--- src/sv/ple_pkg.sv ---
// Shared types and codes for the positional list engine.
// Used by ple_ctrl, ple_dpath and positional_list_engine; no dependencies.
package ple_pkg;

  // Opcodes carried by an input beat
  localparam logic [2:0] OP_INSERT = 3'd0;
  localparam logic [2:0] OP_REMOVE = 3'd1;
  localparam logic [2:0] OP_READ   = 3'd2;
  localparam logic [2:0] OP_WRITE  = 3'd3;
  localparam logic [2:0] OP_CLEAR  = 3'd4;

  // Result status codes
  localparam logic [1:0] ST_OK      = 2'd0;
  localparam logic [1:0] ST_BAD_POS = 2'd1;
  localparam logic [1:0] ST_FULL    = 2'd2;

  // Read address select
  localparam logic [1:0] RA_POS     = 2'd0;
  localparam logic [1:0] RA_IDX_DEC = 2'd1;
  localparam logic [1:0] RA_IDX_INC = 2'd2;

  // Write address select
  localparam logic WA_POS = 1'b0;
  localparam logic WA_IDX = 1'b1;

  // Write data select
  localparam logic WD_WORD  = 1'b0;
  localparam logic WD_RDATA = 1'b1;

  // Index pointer operations
  localparam logic [2:0] IDX_HOLD     = 3'd0;
  localparam logic [2:0] IDX_LOAD_CNT = 3'd1;
  localparam logic [2:0] IDX_LOAD_POS = 3'd2;
  localparam logic [2:0] IDX_DEC      = 3'd3;
  localparam logic [2:0] IDX_INC      = 3'd4;

  // Entry count operations
  localparam logic [1:0] CNT_HOLD = 2'd0;
  localparam logic [1:0] CNT_INC  = 2'd1;
  localparam logic [1:0] CNT_DEC  = 2'd2;
  localparam logic [1:0] CNT_CLR  = 2'd3;

  typedef struct packed {
    logic [2:0]         opcode;
    logic [4:0]         position;
    logic signed [31:0] value;
  } item_t;

  typedef struct packed {
    logic signed [31:0] read_value;
    logic [1:0]         status;
    logic [4:0]         item_count;
  } result_t;

  // Controller to datapath
  typedef struct packed {
    logic       load;
    logic       mem_re;
    logic [1:0] raddr_sel;
    logic       mem_we;
    logic       waddr_sel;
    logic       wdata_sel;
    logic [2:0] idx_op;
    logic [1:0] cnt_op;
    logic       finish;
    logic [1:0] fin_status;
    logic       fin_read;
  } cmd_t;

  // Datapath to controller
  typedef struct packed {
    logic pos_gt_cnt;
    logic pos_ge_cnt;
    logic cnt_full;
    logic idx_gt_pos;
    logic idx_last;
  } sts_t;

endpackage

--- src/sv/ple_ctrl.sv ---
// Sequencing FSM of the positional list engine.
// Depends on ple_pkg for opcodes and the command/status structs.
module ple_ctrl (
  input  logic              clk,
  input  logic              rst,
  input  logic              start,
  input  logic [2:0]        opcode,
  input  ple_pkg::sts_t     sts,
  output ple_pkg::cmd_t     cmd,
  output logic              busy
);

  localparam logic [2:0] S_IDLE    = 3'd0;
  localparam logic [2:0] S_EXEC    = 3'd1;
  localparam logic [2:0] S_MV_RD   = 3'd2;
  localparam logic [2:0] S_MV_WR   = 3'd3;
  localparam logic [2:0] S_RM_RD   = 3'd4;
  localparam logic [2:0] S_RM_WR   = 3'd5;
  localparam logic [2:0] S_RD_WAIT = 3'd6;

  logic [2:0] state;
  logic [2:0] state_next;
  logic [2:0] op;

  always_ff @(posedge clk) begin
    if (rst) begin
      state <= S_IDLE;
    end else begin
      state <= state_next;
    end
  end

  always_ff @(posedge clk) begin
    if (state == S_IDLE && start) begin
      op <= opcode;
    end
  end

  assign busy = (state != S_IDLE);

  always_comb begin
    cmd        = '0;
    state_next = state;
    unique case (state)
      S_IDLE: begin
        if (start) begin
          cmd.load   = 1'b1;
          state_next = S_EXEC;
        end
      end
      S_EXEC: begin
        unique case (op)
          ple_pkg::OP_INSERT: begin
            if (sts.pos_gt_cnt) begin
              cmd.finish     = 1'b1;
              cmd.fin_status = ple_pkg::ST_BAD_POS;
              state_next     = S_IDLE;
            end else if (sts.cnt_full) begin
              cmd.finish     = 1'b1;
              cmd.fin_status = ple_pkg::ST_FULL;
              state_next     = S_IDLE;
            end else begin
              cmd.idx_op = ple_pkg::IDX_LOAD_CNT;
              state_next = S_MV_RD;
            end
          end
          ple_pkg::OP_REMOVE: begin
            if (sts.pos_ge_cnt) begin
              cmd.finish     = 1'b1;
              cmd.fin_status = ple_pkg::ST_BAD_POS;
              state_next     = S_IDLE;
            end else begin
              cmd.idx_op = ple_pkg::IDX_LOAD_POS;
              state_next = S_RM_RD;
            end
          end
          ple_pkg::OP_READ: begin
            if (sts.pos_ge_cnt) begin
              cmd.finish     = 1'b1;
              cmd.fin_status = ple_pkg::ST_BAD_POS;
              state_next     = S_IDLE;
            end else begin
              cmd.mem_re    = 1'b1;
              cmd.raddr_sel = ple_pkg::RA_POS;
              state_next    = S_RD_WAIT;
            end
          end
          ple_pkg::OP_WRITE: begin
            cmd.finish = 1'b1;
            state_next = S_IDLE;
            if (sts.pos_ge_cnt) begin
              cmd.fin_status = ple_pkg::ST_BAD_POS;
            end else begin
              cmd.mem_we    = 1'b1;
              cmd.waddr_sel = ple_pkg::WA_POS;
              cmd.wdata_sel = ple_pkg::WD_WORD;
            end
          end
          ple_pkg::OP_CLEAR: begin
            cmd.cnt_op = ple_pkg::CNT_CLR;
            cmd.finish = 1'b1;
            state_next = S_IDLE;
          end
          default: begin
            // unused opcodes: no effect, plain ok result
            cmd.finish = 1'b1;
            state_next = S_IDLE;
          end
        endcase
      end
      S_MV_RD: begin
        if (sts.idx_gt_pos) begin
          cmd.mem_re    = 1'b1;
          cmd.raddr_sel = ple_pkg::RA_IDX_DEC;
          state_next    = S_MV_WR;
        end else begin
          cmd.mem_we    = 1'b1;
          cmd.waddr_sel = ple_pkg::WA_POS;
          cmd.wdata_sel = ple_pkg::WD_WORD;
          cmd.cnt_op    = ple_pkg::CNT_INC;
          cmd.finish    = 1'b1;
          state_next    = S_IDLE;
        end
      end
      S_MV_WR: begin
        cmd.mem_we    = 1'b1;
        cmd.waddr_sel = ple_pkg::WA_IDX;
        cmd.wdata_sel = ple_pkg::WD_RDATA;
        cmd.idx_op    = ple_pkg::IDX_DEC;
        state_next    = S_MV_RD;
      end
      S_RM_RD: begin
        if (!sts.idx_last) begin
          cmd.mem_re    = 1'b1;
          cmd.raddr_sel = ple_pkg::RA_IDX_INC;
          state_next    = S_RM_WR;
        end else begin
          cmd.cnt_op = ple_pkg::CNT_DEC;
          cmd.finish = 1'b1;
          state_next = S_IDLE;
        end
      end
      S_RM_WR: begin
        cmd.mem_we    = 1'b1;
        cmd.waddr_sel = ple_pkg::WA_IDX;
        cmd.wdata_sel = ple_pkg::WD_RDATA;
        cmd.idx_op    = ple_pkg::IDX_INC;
        state_next    = S_RM_RD;
      end
      S_RD_WAIT: begin
        cmd.finish   = 1'b1;
        cmd.fin_read = 1'b1;
        state_next   = S_IDLE;
      end
      default: begin
        state_next = S_IDLE;
      end
    endcase
  end

endmodule

--- src/sv/ple_dpath.sv ---
// Datapath of the positional list engine: entry memory, count, index, result register.
// Depends on ple_pkg for the payload and command/status structs.
module ple_dpath #(
  parameter int CAPACITY   = 16,
  parameter int WORD_WIDTH = 32
) (
  input  logic              clk,
  input  logic              rst,
  input  ple_pkg::item_t    item,
  input  ple_pkg::cmd_t     cmd,
  output ple_pkg::sts_t     sts,
  output ple_pkg::result_t  result,
  output logic              done
);

  localparam int ADDR_W = $clog2(CAPACITY);
  localparam int CNT_W  = $clog2(CAPACITY + 1);
  localparam int CMP_W  = ((CNT_W > 5) ? CNT_W : 5) + 1;

  logic [WORD_WIDTH-1:0] mem [CAPACITY];

  logic [4:0]            pos;
  logic [WORD_WIDTH-1:0] word;
  logic [CNT_W-1:0]      idx;
  logic [CNT_W-1:0]      cnt;
  logic [CNT_W-1:0]      cnt_next;
  logic [WORD_WIDTH-1:0] rdata;

  logic signed [63:0]    val_ext;
  logic signed [WORD_WIDTH-1:0] rdata_s;
  logic signed [63:0]    rdata_ext;

  logic [CMP_W-1:0]      pos_ext;
  logic [CMP_W-1:0]      cnt_ext;
  logic [CMP_W-1:0]      idx_ext;
  logic [CMP_W-1:0]      cnt_next_ext;
  logic [CNT_W-1:0]      idx_dec;
  logic [CNT_W-1:0]      idx_inc;
  logic [ADDR_W-1:0]     raddr;
  logic [ADDR_W-1:0]     waddr;
  logic [WORD_WIDTH-1:0] wdata;

  // Incoming value: sign-extend, keep the low WORD_WIDTH bits
  assign val_ext = 64'(item.value);

  always_ff @(posedge clk) begin
    if (cmd.load) begin
      pos  <= item.position;
      word <= val_ext[WORD_WIDTH-1:0];
    end
  end

  assign pos_ext      = CMP_W'(pos);
  assign cnt_ext      = CMP_W'(cnt);
  assign idx_ext      = CMP_W'(idx);
  assign cnt_next_ext = CMP_W'(cnt_next);
  assign idx_dec      = idx - CNT_W'(1);
  assign idx_inc      = idx + CNT_W'(1);

  assign sts.pos_gt_cnt = (pos_ext > cnt_ext);
  assign sts.pos_ge_cnt = (pos_ext >= cnt_ext);
  assign sts.cnt_full   = (cnt_ext == CMP_W'(CAPACITY));
  assign sts.idx_gt_pos = (idx_ext > pos_ext);
  assign sts.idx_last   = ((idx_ext + CMP_W'(1)) >= cnt_ext);

  always_ff @(posedge clk) begin
    unique case (cmd.idx_op)
      ple_pkg::IDX_LOAD_CNT: idx <= cnt;
      ple_pkg::IDX_LOAD_POS: idx <= pos_ext[CNT_W-1:0];
      ple_pkg::IDX_DEC:      idx <= idx_dec;
      ple_pkg::IDX_INC:      idx <= idx_inc;
      default:               idx <= idx;
    endcase
  end

  always_comb begin
    unique case (cmd.cnt_op)
      ple_pkg::CNT_INC: cnt_next = cnt + CNT_W'(1);
      ple_pkg::CNT_DEC: cnt_next = cnt - CNT_W'(1);
      ple_pkg::CNT_CLR: cnt_next = '0;
      default:          cnt_next = cnt;
    endcase
  end

  always_ff @(posedge clk) begin
    if (rst) begin
      cnt <= '0;
    end else begin
      cnt <= cnt_next;
    end
  end

  // Memory port addressing
  always_comb begin
    unique case (cmd.raddr_sel)
      ple_pkg::RA_IDX_DEC: raddr = idx_dec[ADDR_W-1:0];
      ple_pkg::RA_IDX_INC: raddr = idx_inc[ADDR_W-1:0];
      default:             raddr = pos_ext[ADDR_W-1:0];
    endcase
  end

  assign waddr = (cmd.waddr_sel == ple_pkg::WA_IDX) ? idx[ADDR_W-1:0] : pos_ext[ADDR_W-1:0];
  assign wdata = (cmd.wdata_sel == ple_pkg::WD_RDATA) ? rdata : word;

  always_ff @(posedge clk) begin
    if (cmd.mem_we) begin
      mem[waddr] <= wdata;
    end
  end

  always_ff @(posedge clk) begin
    if (cmd.mem_re) begin
      rdata <= mem[raddr];
    end
  end

  // Read data back to 32 bits, sign-extended from WORD_WIDTH
  assign rdata_s   = rdata;
  assign rdata_ext = 64'(rdata_s);

  always_ff @(posedge clk) begin
    if (cmd.finish) begin
      result.read_value <= cmd.fin_read ? rdata_ext[31:0] : 32'sd0;
      result.status     <= cmd.fin_status;
      result.item_count <= cnt_next_ext[4:0];
    end
  end

  always_ff @(posedge clk) begin
    if (rst) begin
      done <= 1'b0;
    end else begin
      done <= cmd.finish;
    end
  end

endmodule

--- src/sv/positional_list_engine.sv ---
// Top level of the positional list engine: ties controller and datapath together.
// Depends on ple_pkg, ple_ctrl and ple_dpath.
//
// Bounded ordered list of up to CAPACITY signed words kept in a single-port-write,
// registered-read memory. A command beat is taken when start is high and busy is
// low; each command yields exactly one result beat, shown on result for one cycle
// with done high. The receiver cannot stall, so the result must be taken that cycle.
// Insert and remove move the later entries one at a time through the memory: a
// read then a write per entry moved. Insert moves entries from the tail down to
// the position, then writes the new word; remove moves entries from the position
// up to the tail. Read waits on the registered memory read. Write, clear, a bad
// position, a full list and an unused opcode all end in the execute state.
// The result beat follows the last busy cycle, and a new command may be given in
// that same cycle. The memory needs no clearing after reset: only entries below
// the count are ever read, and those have all been written.
// Status: ok, bad position (insert past count, or remove/read/write at or past
// count), or full (insert at count equal to CAPACITY; position is checked first).
// read_value is zero except on a good read. item_count is the count after the
// command, low five bits.
module positional_list_engine #(
  parameter int CAPACITY   = 16,
  parameter int WORD_WIDTH = 32
) (
  input  logic              clk,
  input  logic              rst,
  input  logic              start,
  output logic              busy,
  input  ple_pkg::item_t    item,
  output ple_pkg::result_t  result,
  output logic              done
);

  ple_pkg::cmd_t cmd;
  ple_pkg::sts_t sts;

  ple_ctrl u_ctrl (
    .clk    (clk),
    .rst    (rst),
    .start  (start),
    .opcode (item.opcode),
    .sts    (sts),
    .cmd    (cmd),
    .busy   (busy)
  );

  ple_dpath #(
    .CAPACITY   (CAPACITY),
    .WORD_WIDTH (WORD_WIDTH)
  ) u_dpath (
    .clk    (clk),
    .rst    (rst),
    .item   (item),
    .cmd    (cmd),
    .sts    (sts),
    .result (result),
    .done   (done)
  );

`ifndef NO_ASSERTIONS
  // A result beat lands in a cycle where the engine is idle again
  a_done_idle: assert property (@(posedge clk) disable iff (rst) done |-> !busy)
    else $error("result beat while busy");

  // Each result beat is preceded by a busy cycle
  a_done_after_busy: assert property (@(posedge clk) disable iff (rst) done |-> $past(busy))
    else $error("result beat without a command in flight");

  // An accepted command makes the engine busy
  a_accept_busy: assert property (@(posedge clk) disable iff (rst)
      (start && !busy) |=> busy)
    else $error("accepted command did not start");

  // Only a good read carries data
  a_zero_on_error: assert property (@(posedge clk) disable iff (rst)
      (done && result.status != ple_pkg::ST_OK) |-> (result.read_value == 32'sd0))
    else $error("nonzero read_value on error status");
`endif

endmodule

--- config.mk ---
export PLATFORM = sky130hd
export DESIGN_NAME = positional_list_engine
export DESIGN_NICKNAME = d
export VERILOG_FILES = /design/src/sv/ple_pkg.sv /design/src/sv/ple_ctrl.sv /design/src/sv/ple_dpath.sv /design/src/sv/positional_list_engine.sv
export SDC_FILE = /design/constraint.sdc
export NUM_CORES = 1
export LEC_CHECK = 0
export ABC_AREA = 1
export ABC_CLOCK_PERIOD_IN_PS = 6300
export BUFFER_PORTS_ARGS = -buffer_cell sky130_fd_sc_hd__buf_2
export CAP_MARGIN = 20
export CORE_AREA = 2 2 305 307
export CTS_CLUSTER_DIAMETER = 50
export CTS_CLUSTER_SIZE = 12
export DETAILED_ROUTE_END_ITERATION = 8
export DIE_AREA = 0 0 307 309
export PLACE_DENSITY = 0.46
export SYNTH_ARGS = -nofsm -noshare
export SYNTH_HDL_FRONTEND = slang
export SYNTH_SLANG_ARGS = --single-unit
--- constraint.sdc ---
create_clock -name clk -period 6.3 [get_ports clk]
set_clock_uncertainty 0.05 [all_clocks]
set_input_delay 1.26 -clock clk [delete_from_list [all_inputs] [get_ports clk]]
set_output_delay 1.26 -clock clk [all_outputs]
set_load 0.02 [all_outputs]
Yosys cells after proc, flatten, opt, wreduce, memory -nomap -nowiden

Memory sizes are Yosys's and may differ from the RTL's. A register that Yosys moved wholly into a read port is not among the register bits.
Cells that the tools add are included.

Mux-type cells: 42
Reductions and logical operators: 7
Equal/unequal tests: 21
Add/subtract/negate cells: 5
Order comparisons: 4

Operators with widths:

| kind                | count |
|---|---|
| $mux 3              | 14 |
| $pmux 3 s3          | 4 |
| $mux 32             | 1 |
| $pmux 5 s4          | 1 |
| $eq 3x2->1 const B  | 6 |
| $pmux 3 s6          | 1 |
| $eq 3x3->1 const B  | 5 |
| $pmux 5 s3          | 1 |
| $mux 2              | 6 |
| $pmux 2 s3          | 2 |
| $add 5x1->5 const B | 2 |
| $gt 5x5->1          | 2 |
| $sub 5x1->5 const B | 2 |
| $eq 3x1->1 const B  | 3 |
| $pmux 4 s2          | 1 |
| $mux 1              | 7 |
| $add 5x1->6 const B | 1 |
| $eq 2x2->1 const B  | 3 |
| $ge 6x5->1          | 1 |
| $logic_not 3->1     | 2 |
| $pmux 3 s2          | 1 |
| $eq 5x5->1 const B  | 1 |
| $ge 5x5->1          | 1 |
| $eq 2x1->1 const B  | 2 |
| 8 further kinds     | 9 |

Bits in writable memories: 512
Register bits: 93
Input bits: 43
Output and inout port bits: 41
Memories: 1
Word-level logic and storage cells: 90

Memories:

| memory      | depth | bits a word | rd ports | clocked after Yosys merged registers in | write ports | RTL line        | text |
|---|---|---|---|---|---|---|---|
| u_dpath.mem | 16    | 32          | 1        | 1                                       | 1           | ple_dpath.sv:20 | `logic [WORD_WIDTH-1:0] mem [CAPACITY];` |

Logic depth before layout (Yosys ltp)

Gate-level depths: netlist of the first run.

Depth after elaboration: 7
Depth in mapped cells: 23
Mapped depth without buffers: 21

Cells and area by module

From an unflattened synthesis of the first run, not the netlist that was laid out.

Cell total of the unflattened synthesis: 2,488
Area, all modules: 27,871.7 um^2

By module, submodules not included:

| module    | times used | area each (um^2) | cells an instance | seq. area each (um^2) |
|---|---|---|---|---|
| ple_dpath | 1          | 27,386.3         | 2,409             | 18,888.1 |
| ple_ctrl  | 1          | 485.5            | 79                | 150.1 |

Least setup slack after synthesis of the first run

No wires, ideal clock.

Path kind: input to register
Start point: input start
End point: register u_ctrl.op[0] (enable)
Required time: 5,812 ps
Slack: 2,839 ps
Stages on the path: 2
Path buffers: 0
Data arrival time: 2,974 ps
Library setup time: 438 ps
Cell sequence: inv_1 -> nor2_1

Word-level cells in the longest chain between the ends: 1

RTL lines:

| element              | RTL line                     | text |
|---|---|---|
| from (decl)          | positional_list_engine.sv:26 | `input logic start,` |
| $logic_and 1x1->1    | ple_ctrl.sv:34               | `if (state == S_IDLE && start) begin` |
| to (signal assigned) | ple_ctrl.sv:35               | `op <= opcode;` |
| to (decl)            | ple_ctrl.sv:23               | `logic [2:0] op;` |

Every way passes these cells.
A chain may end at the register's enable or synchronous reset.

Worst setup path after layout of the first run

Start point: register u_dpath.idx[0]
End point: register u_dpath.rdata[11] (read register of u_dpath.mem), data pin

Word-level cells in the longest chain between the ends: 6
Elaborated cells between the ends (all ways): 11
Those cells by class: add/sub (3); order compare (2); eq/ne (2); mux (4)

RTL lines:

| element                                         | RTL line        | text |
|---|---|---|
| from (decl)                                     | ple_dpath.sv:24 | `logic [CNT_W-1:0] idx;` |
| from (signal assigned)                          | ple_dpath.sv:68 | `ple_pkg::IDX_LOAD_CNT: idx <= cnt;` |
| from (signal assigned)                          | ple_dpath.sv:69 | `ple_pkg::IDX_LOAD_POS: idx <= pos_ext[CNT_W-1:0];` |
| from (signal assigned)                          | ple_dpath.sv:70 | `ple_pkg::IDX_DEC: idx <= idx_dec;` |
| $add 5x1->6                                     | ple_dpath.sv:64 | `assign sts.idx_last = ((idx_ext + CMP_W'(1)) >= cnt_ext);` |
| $ge 6x5->1                                      | ple_dpath.sv:64 |  |
| $mux 3                                          | ple_ctrl.sv:133 | `if (!sts.idx_last) begin` |
| $pmux 3 s3                                      | ple_ctrl.sv:44  | `unique case (state)` |
| $eq 2x2->1 / $eq 2x1->1 (equally long branches) | ple_dpath.sv:95 | `unique case (cmd.raddr_sel)` |
| $pmux 4 s2                                      | ple_dpath.sv:95 |  |
| to (decl)                                       | ple_dpath.sv:27 | `logic [WORD_WIDTH-1:0] rdata;` |

Several ways; a longest one is shown, not always the timed one.

==> impl_metrics.ini, run 1 <==
[place]
dp_hpwl_um = 39800
io_buffers = 83
gp_routability_congestion = 0.840
dp_slack_ps = 1690

[routing]
dr.pass1.iters = 5
vias_per_cell = 4.76
vias = 17600
routedWlPerCell_um = 20.2
wl_um = 74500
drtAntennaViolNets = 0
drt-initial-drc-count = 1168
drc = 0

[final_layout]
area_growth_pct = 17.7
drive_above_1_share = 0.132
fin_util = 0.352
n_antenna_cell = 0
nNetsFinal = 2507

[power_and_ir_drop]
vdd.ir_drop.worst_v = 0.000165
power_leakage_nw = 12.2
power_density_mw_per_mm2 = 314

[global_routing]
track_usage = 0.157
grt_pass1_vias = 17500
grt_pass1_wl_um = 111000
met2_usage = 0.266
grt_use_met1 = 0.206
top_usage_layer = met2
antenna_found_initial = 0
grt_max_degree = 155
use_met3 = 0.0256
gr-total-overflow = 0

[synth]
syn_inst = 2332
yosys-top-cells-area = edfxtp_1 (69%), nand3_1 (6.8%), nand2_1 (6.3%)
netlist_area_mm2 = 0.0274
seq_area_frac_synth = 0.696
synth_top_cell_by_area = edfxtp_1
synth.avg_cell_area_um2 = 11.7
yosysWarnings = 0
yosys.area.top_type_share = 0.689
synth_seq_cells = 637
yosysUniqueCellTypes = 37
synthesis.nets = 2400

[sta]
relSlewSlack = 0.290
slew_viol_final = 0
fin_setup_tns_ps = 0
period_share = 0.730
fmax_mhz = 217
worst_slew_pin_slew_ps = 1060
setup_viol = 0
min_period_ps = 4600
rsz0062_at_grt = no
setup_slack_ps = 1700
finalHoldViolCount = 0

[worst_setup_path]
slowest_delay_ps = 690
path_max_fanout = 101
crit_chain = ha_1, nand3_1, nand2_1, nand2_1, inv_1, ha_1, nand3b_1, nand2_1, inv_1, nand4_1, ha_1, inv_2, nor2_1, nor2_4, inv_6, buf_4, o211ai_1, nand3_1, nand3_1, nand2_1
worst-setup-path-type = reg2reg
worstPathArrival_ps = 5040
crit_path_end_kind = register
cp_slowest_cell = inv_6
crit_buf_inv = 5
rrSetupSlack_ps = 1700
critPathTopFamily = buffers and inverters
cp.required_ps = 6740
cpMostUsedCell = nand2_1
cp-start-kind = register

[clock_tree]
cts_resized = 0
clockBufferDepth = 3
cts.htree.levels = 3
clk_pin_slew_ps = 50
numCtsBuffers = 84
cts_sinks = 637
worstSkewPairLatency_ps = 630
postCtsSetupBuffers = 0
cts_hold_buf = 0
clockRootBuffer = clkbuf_16
cts_tree = done

[die]
die_width_um = 307
initial_core_util = 0.299
num_rows = 111
dieArea_mm2 = 0.0949
ios = 84
core_mm2 = 0.0914
die_y_um = 309

[hold_path]
hp-class = reg2reg

[run_status]
outcome = finished clean

[job]
max_cap_violations = 0
[Yosys cell counts, drive strengths merged]
cell / count
nand3: 373
nor3: 6
xor2: 5
nand2: 461
nand4: 9
o21bai: 1
ha: 24
nor2: 70
o21ai: 48
nor3b: 1
buf: 115
o221ai: 2
dfxtp: 9
a31oi: 1
o211ai: 101
o2111ai: 3
xnor2: 1
a21oi: 17
fa: 1
edfxtp: 628
inv: 314
nand3b: 124
clkbuf: 17
a22oi: 1
[power by group]
group	switching (mW)	total, mW	internal, mW
clock	1.85	4.66	2.81
combinational	0.487	0.680	0.192
sequential	0.0206	4.77	4.75
[layer usage]
| layer | vias to the layer above | share of wire |
|---|---|---|
| li1 | 8356 | - |
| met1 | 8721 | 0.45 |
| met2 | 386 | 0.48 |
| met3 | 107 | 0.047 |
| met4 | 0 | 0.021 |
| met5 | - | 0 |
[metrics by stage]
stage               hold slack [ps]  instances  cell area [µm²]  power, mW
global route                    558       3692            32200       10.5
floorplan                       440       2332            27400       5.30
detailed placement              498       3539            29400       5.55
global placement                492       3534            29300       5.54
CTS                             506       3692            32200       10.2
finish                          499       3692            32200       10.1
[kinds of logic (layout without fill, tap and decap cells)]
family                     count (synthesis)  in the layout  share of synthesized area
AOI/OAI and AO/OA                        174            174                     0.0427
buffers and inverters                    446            620                     0.0677
adders and majority gates                 25             25                     0.0117
DFF                                      637            637                      0.696
and+or+nand+nor                         1044           1044                      0.180
xor gates and xnor gates                   6              6                    0.00220
[worst min-delay path, delay by kind of cell (launching register included)]
| kind | cells | cell delay, ps |
|---|---|---|
| DFF | 1 | 350 |
| and+or+nand+nor | 1 | 90 |
| AOI/OAI and AO/OA | 1 | 60 |
[worst paths after layout]
path,to,depth (start not counted),from
max,u_dpath.rdata[11],20,u_dpath.idx[0]
min,u_dpath.cnt[4],2,u_dpath.cnt[4]
max reg2reg,u_dpath.rdata[11],20,u_dpath.idx[0]
min reg2reg,u_dpath.cnt[4],2,u_dpath.cnt[4]
[sequential cells by signal (all words and copies together) (netlist names)]
name            cells
u_dpath.mem       512
u_ctrl.state        3
u_dpath.idx         5
u_dpath.word       32
u_ctrl.op           3
u_dpath.result     39
u_dpath.done        1
u_dpath.cnt         5
u_dpath.pos         5
u_dpath.rdata      32
[placed cells by master, fill, tap and decap left out, types with 2 or more instances in the layout]
cell type and count:
bufinv_16 7, xor2_1 4, clkbuf_16 86, nor2_4 19
buf_16 2, o21ai_1 6, nor3_1 5, clkbuf_1 12
o2111ai_1 3, o21ai_4 2, inv_1 302, buf_2 83
nand2_1 459, a21oi_1 16, clkinv_2 11, clkinvlp_4 9
ha_1 24, nand4_1 9, clkinv_4 9, o211ai_1 100
o221ai_1 2, buf_4 60, nor2_1 48, clkinv_1 9
nand3b_1 124, o21ai_0 39, nor2_2 3, dfxtp_1 9
nand3_1 371, edfxtp_1 628, inv_2 10, buf_12 8
inv_6 9
[layout make-up]
cell class / count / area [µm²]
Clock buffer: 98 / 2200
Tap cell: 1186 / 1480
Inverter: 314 / 1190
Clock inverter: 55 / 543
Timing Repair Buffer: 153 / 1080
Fill cell: 8900 / 59200
Multi-Input combinational cell: 1249 / 6660
Sequential cell: 637 / 19000
Note: power is estimated with default switching activity, not from simulation.
==> run 2: changes to the inputs <==
--- a/config.mk
+++ b/config.mk
@@ -6,7 +6,7 @@
 export NUM_CORES = 1
 export LEC_CHECK = 0
 export ABC_AREA = 1
-export ABC_CLOCK_PERIOD_IN_PS = 6300
+export ABC_CLOCK_PERIOD_IN_PS = 4240
 export BUFFER_PORTS_ARGS = -buffer_cell sky130_fd_sc_hd__buf_2
 export CAP_MARGIN = 20
 export CORE_AREA = 2 2 305 307
==> constraint.sdc (replaced) <==
create_clock -name clk -period 4.24 [get_ports clk]
set_clock_uncertainty 0.05 [all_clocks]
set_input_delay 0.848 -clock clk [delete_from_list [all_inputs] [get_ports clk]]
set_output_delay 0.848 -clock clk [all_outputs]
set_load 0.02 [all_outputs]
==> run 2 against run 1 <==
Combinational power is 59% higher. Critical endpoint is now u_dpath.rdata[19]. Highest routed layer unchanged. Register-to-register slack got worse by 1500 ps. Critical path type unchanged. Sequential share of layout area fell by 0.94 points. Count of clock-buffer cells in the layout down 9. Maximum frequency up 15%. Power is 51% higher.
==> impl_metrics.ini, run 2 (same netlist as run 1, synthesis figures left out) <==
[worst_setup_path]
cpMostUsedCell = ha_1
worstPathArrival_ps = 4310
r2r-start = u_dpath.idx[0]
worst-setup-path-type = reg2reg
slowest_delay_ps = 490
critPathTopFamily = adder cells
rrSetupSlack_ps = 250
cp.required_ps = 4550
path_max_fanout = 30
reg2reg_to = u_dpath.rdata[19]
crit_chain = inv_2, ha_1, ha_1, inv_1, o21bai_1, nand4_1, nand4_1, inv_1, ha_1, o211ai_4, nand2_8, buf_12, buf_12, o211ai_1, nand3_1, nand3_1, nand2_1
critPathLaunch = u_dpath.idx[0]
crit_buf_inv = 5
cp-endpoint = u_dpath.rdata[19]
cp_num_cells = 17
cp-start-kind = register
cp_slowest_cell = edfxtp_1
rr_worst_depth = 17
crit_path_end_kind = register

[clock_tree]
clockRootBuffer = clkbuf_16
numCtsBuffers = 82
cts.htree.levels = 3
cts_tree = done
cts_sinks = 637
clockBufferDepth = 3
worstSkewPairLatency_ps = 620
clk_pin_slew_ps = 60

[place]
gp_routability_congestion = 0.816
dp_hpwl_um = 41400
dp_slack_ps = 219
io_buffers = 83

[global_routing]
grt_max_degree = 107
gr-total-overflow = 0
antenna_found_initial = 0
grt_pass1_vias = 17700
track_usage = 0.162
grt_pass1_wl_um = 114000

[final_layout]
drive_above_1_share = 0.144
final_common_cell = edfxtp_1
area_growth_pct = 19.6
mostFrequentLayoutCells = edfxtp_1 (628), nand2_1 (459), nand3_1 (371), inv_1 (302), nand3b_1 (124)
largest_registers = u_dpath.mem x512, u_dpath.result x39
num-fill-cells = 8935
largest_register = u_dpath.mem
n_antenna_cell = 0
fin_util = 0.358
largest_reg_flops = 512
nNetsFinal = 2539

[die]
num_rows = 111
core_mm2 = 0.0914
initial_core_util = 0.299
die_width_um = 307
die_y_um = 309
dieArea_mm2 = 0.0949
ios = 84

[sta]
min_period_ps = 3990
setup_slack_ps = 248
slew_viol_final = 0
worst_slew_pin_slew_ps = 1080
fmax_mhz = 251
setup_viol = 0
period_share = 0.941
finalHoldViolCount = 0
relSlewSlack = 0.274

[power_and_ir_drop]
power_density_mw_per_mm2 = 468
power_leakage_nw = 12.5
power_mw = 15.3
vdd.ir_drop.worst_v = 0.000247

[routing]
drtAntennaViolNets = 0
dr.pass1.iters = 5
wl_um = 76700
vias_per_cell = 4.81
drc = 0
routedWlPerCell_um = 20.7
drt-initial-drc-count = 1384
vias = 17900

[run_status]
outcome = finished clean

[job]
max_cap_violations = 0

[hold_path]
hp-class = in2reg
==> run 2: cell types whose count changed in the layout (fill, tap and decap cells not counted), moves of 3 or more <==
cell | before | now
clkinv_1 | 9 | 4
bufinv_16 | 7 | 12
clkbuf_1 | 12 | 6
clkinvlp_4 | 9 | 3
buf_4 | 60 | 76
inv_6 | 9 | 12
buf_12 | 8 | 28
clkbuf_16 | 86 | 83
==> run 2: worst register-to-register path, cell delays in order (launching register included) <==
cell      delay [ps]
edfxtp_1         490
inv_2            130
ha_1             410
ha_1             330
inv_1             40
o21bai_1         130
nand4_1          150
nand4_1          220
inv_1             90
ha_1             280
o211ai_4         300
nand2_8          210
buf_12           230
buf_12           170
o211ai_1         180
nand3_1           90
nand3_1          180
nand2_1           70
==> run 2: layout make-up <==
class / count / area, µm² / area share
sequential: 637 / 19000 / 0.582
multi-input combinational: 1249 / 6670 / 0.204
clock buffer: 89 / 2100 / 0.0642
timing repair buffer: 187 / 1550 / 0.0473
tap: 1186 / 1480 / 0.0454
inverter: 314 / 1180 / 0.0361
clock inverter: 53 / 687 / 0.0210
==> run 2: power breakdown <==
group / leakage, nW / internal [mW] / switching (mW)
logic: 5.41 / 0.327 / 0.748
registers: 5.75 / 7.05 / 0.0283
clock network: 1.36 / 4.36 / 2.79
total: 12.5 / 11.7 / 3.56
==> run 2: how the worst min path moves through the flow <==
stage,startpoint,to,cells after the start
global route,item[22],u_dpath.word[22],1
detailed placement,u_dpath.rdata[27],u_dpath.result[34],2
finish,item[22],u_dpath.word[22],1
CTS,item[4],u_dpath.word[4],1
floorplan,u_dpath.cnt[4],u_dpath.cnt[4],2
global placement,u_dpath.rdata[27],u_dpath.result[34],2
==> run 2: per-stage QoR <==
| step | area [µm²] | hold slack [ps] | setup TNS, ps | cells |
|---|---|---|---|---|
| 4_1_cts | 32700 | 302 | 0 | 3712 |
| 5_1_grt | 32700 | 311 | -34.9 | 3715 |
| 3_3_place_gp | 29900 | 496 | 0 | 3570 |
| 2_1_floorplan | 27400 | 440 | 0 | 2332 |
| 6_report | 32700 | 345 | 0 | 3715 |
| 3_5_place_dp | 29900 | 494 | 0 | 3570 |
==> run 2: what timing repair did <==
item / 4_1_cts / 5_1_grt
gates resized for setup: 0 / 1
setup endpoints to repair: 0 / 8
hold buffers: 0 / 0
setup buffers: 0 / 1
==> run 2: metal layers <==
| metal | GRT usage | share of wire | wire (µm) | up-vias |
|---|---|---|---|---|
| met4 | 0.0545 | 0.026 | 2030 | 0 |
| met3 | 0.0245 | 0.053 | 4070 | 125 |
| met1 | 0.216 | 0.45 | 34400 | 8858 |
| li1 | - | - | - | 8413 |
| met2 | 0.269 | 0.47 | 36200 | 468 |
| met5 | 0 | 0 | 0 | - |
==> run 3: changes to the inputs <==
--- a/config.mk
+++ b/config.mk
@@ -9,12 +9,12 @@
 export ABC_CLOCK_PERIOD_IN_PS = 4240
 export BUFFER_PORTS_ARGS = -buffer_cell sky130_fd_sc_hd__buf_2
 export CAP_MARGIN = 20
-export CORE_AREA = 2 2 305 307
+export CORE_AREA = 2 2 237 239
 export CTS_CLUSTER_DIAMETER = 50
 export CTS_CLUSTER_SIZE = 12
 export DETAILED_ROUTE_END_ITERATION = 8
-export DIE_AREA = 0 0 307 309
-export PLACE_DENSITY = 0.46
+export DIE_AREA = 0 0 239 241
+export PLACE_DENSITY = 0.68
 export SYNTH_ARGS = -nofsm -noshare
 export SYNTH_HDL_FRONTEND = slang
 export SYNTH_SLANG_ARGS = --single-unit
==> run 3 against run 2 <==
Wire length is 12% lower. Sequential cell count did not move. Non-clock buffer count shrank 16. Die area fell by 39%. Global-route usage up 7.5 points. Register-to-register slack improved by 90 ps. Via count up 0.54%. Hold slack improved by 21 ps. Final cell count fell by 15%. Power fell by 10%. Maximum frequency is 2.3% higher. Combinational power fell by 5%. Highest routed layer unchanged.
==> impl_metrics.ini, run 3 (same netlist as run 1, synthesis figures left out) <==
[clock_tree]
cts_sinks = 637
cts_hold_buf = 0
numCtsBuffers = 69
clockBufferDepth = 3
cts.htree.levels = 3
cts_tree = done
clockRootBuffer = clkbuf_16
worstSkewPairLatency_ps = 600
clk_pin_slew_ps = 60

[run_status]
outcome = finished clean

[die]
core_mm2 = 0.0549
ios = 84
dieArea_mm2 = 0.0576
num_rows = 86
die_width_um = 239
initial_core_util = 0.498
die_y_um = 241

[routing]
drtAntennaViolNets = 0
vias = 18000
dr.pass1.iters = 6
routedWlPerCell_um = 21.2
drc = 0
drt-initial-drc-count = 2006
vias_per_cell = 5.66
wl_um = 67200

[final_layout]
num-fill-cells = 4353
final_common_cell = edfxtp_1
n_antenna_cell = 0
nNetsFinal = 2510
fin_cells = 3175
finalInstanceArea_mm2 = 0.0313
drive_above_1_share = 0.124
fin_util = 0.569
largest_reg_flops = 512
mostFrequentLayoutCells = edfxtp_1 (628), nand2_1 (459), nand3_1 (371), inv_1 (303), nand3b_1 (124)
largest_register = u_dpath.mem
area_growth_pct = 14.2
seq_area_mm2 = 0.0190
largest_registers = u_dpath.mem x512, u_dpath.result x39
multiInputGateArea_mm2 = 0.00667

[global_routing]
grt_pass1_vias = 17600
gr-total-overflow = 0
grt_pass1_wl_um = 102000
grt_max_degree = 97
antenna_found_initial = 1
track_usage = 0.236

[sta]
fmax_mhz = 256
rsz0062_at_grt = no
finalHoldViolCount = 0
period_share = 0.921
min_period_ps = 3900
slew_viol_final = 0
setup_viol = 0
setup_slack_ps = 337
relSlewSlack = 0.353
worst_slew_pin_slew_ps = 969
fin_hold_ws_ps = 365
fin_setup_tns_ps = 0

[hold_path]
hp-class = in2reg

[worst_setup_path]
crit_path_end_kind = register
worstPathArrival_ps = 4210
cp.required_ps = 4550
worst-setup-path-type = reg2reg
cp-start-kind = register
path_max_fanout = 96

[place]
io_buffers = 83
place_area_mm2 = 0.0291
dp_slack_ps = 315
dp_hpwl_um = 35000
dp.cells = 3074
gp_routability_congestion = 0.914

[power_and_ir_drop]
power_mw = 13.7
vdd.ir_drop.worst_v = 0.000296
power_leakage_nw = 12.1
power_density_mw_per_mm2 = 440

[job]
max_cap_violations = 0
[run 3: changes by cell type in the layout (fill, tap and decap cells not counted), sizes merged]
cell and change:
buf -16, clkinv -16, bufinv -10, inv -8, clkbuf -6, clkinvlp -2
[run 3: path summary, 6_finish.rpt]
kind                                        start                 end  slack, ps  cells past startpoint
worst max register to register     u_dpath.idx[0]   u_dpath.rdata[18]        340                     20
worst min-delay path                     item[11]    u_dpath.word[11]        370                      1
worst min register to register  u_dpath.rdata[30]  u_dpath.result[37]        510                      2
worst max-delay path               u_dpath.idx[0]   u_dpath.rdata[18]        340                     20
[run 3: layout make-up]
class / instances / share of cell area
Sequential cell: 637 / 0.609
Multi-Input combinational cell: 1249 / 0.214
Clock buffer: 83 / 0.0600
Timing Repair Buffer: 171 / 0.0452
Inverter: 314 / 0.0378
Tap cell: 704 / 0.0282
Clock inverter: 17 / 0.00617
[run 3: what timing repair did]
| action | CTS | global route |
|---|---|---|
| gates resized for setup | 0 | 4 |
| setup buffers | 0 | 1 |
| endpoints found under the setup margin | 0 | 28 |
[run 3: per-layer routing]
metal,global-route usage,wire length [µm],vias to the layer above
met5,0,0,-
met2,0.409,33500,639
met1,0.301,27200,8836
li1,-,-,8317
met4,0.102,2310,0
met3,0.0311,4210,169
[run 3: where the power goes]
group	switching, mW	total [mW]	internal [mW]
sequential	0.0280	7.08	7.05
combinational	0.717	1.03	0.316
clock	2.37	5.63	3.26
total	3.12	13.7	10.6
[run 3: worst max-delay path, stage by stage, from the launching register on]
cell	delay [ps]
edfxtp_1	500
ha_1	300
nand3_1	100
nand2_1	50
nand2_1	70
inv_1	40
ha_1	310
nand3b_1	120
nand2_1	60
inv_1	50
nand4_1	230
ha_4	350
inv_2	160
o211ai_4	180
nand2_8	190
buf_16	320
nand2_1	120
o211ai_1	110
nand3_1	120
nand3_1	90
nand2_1	50
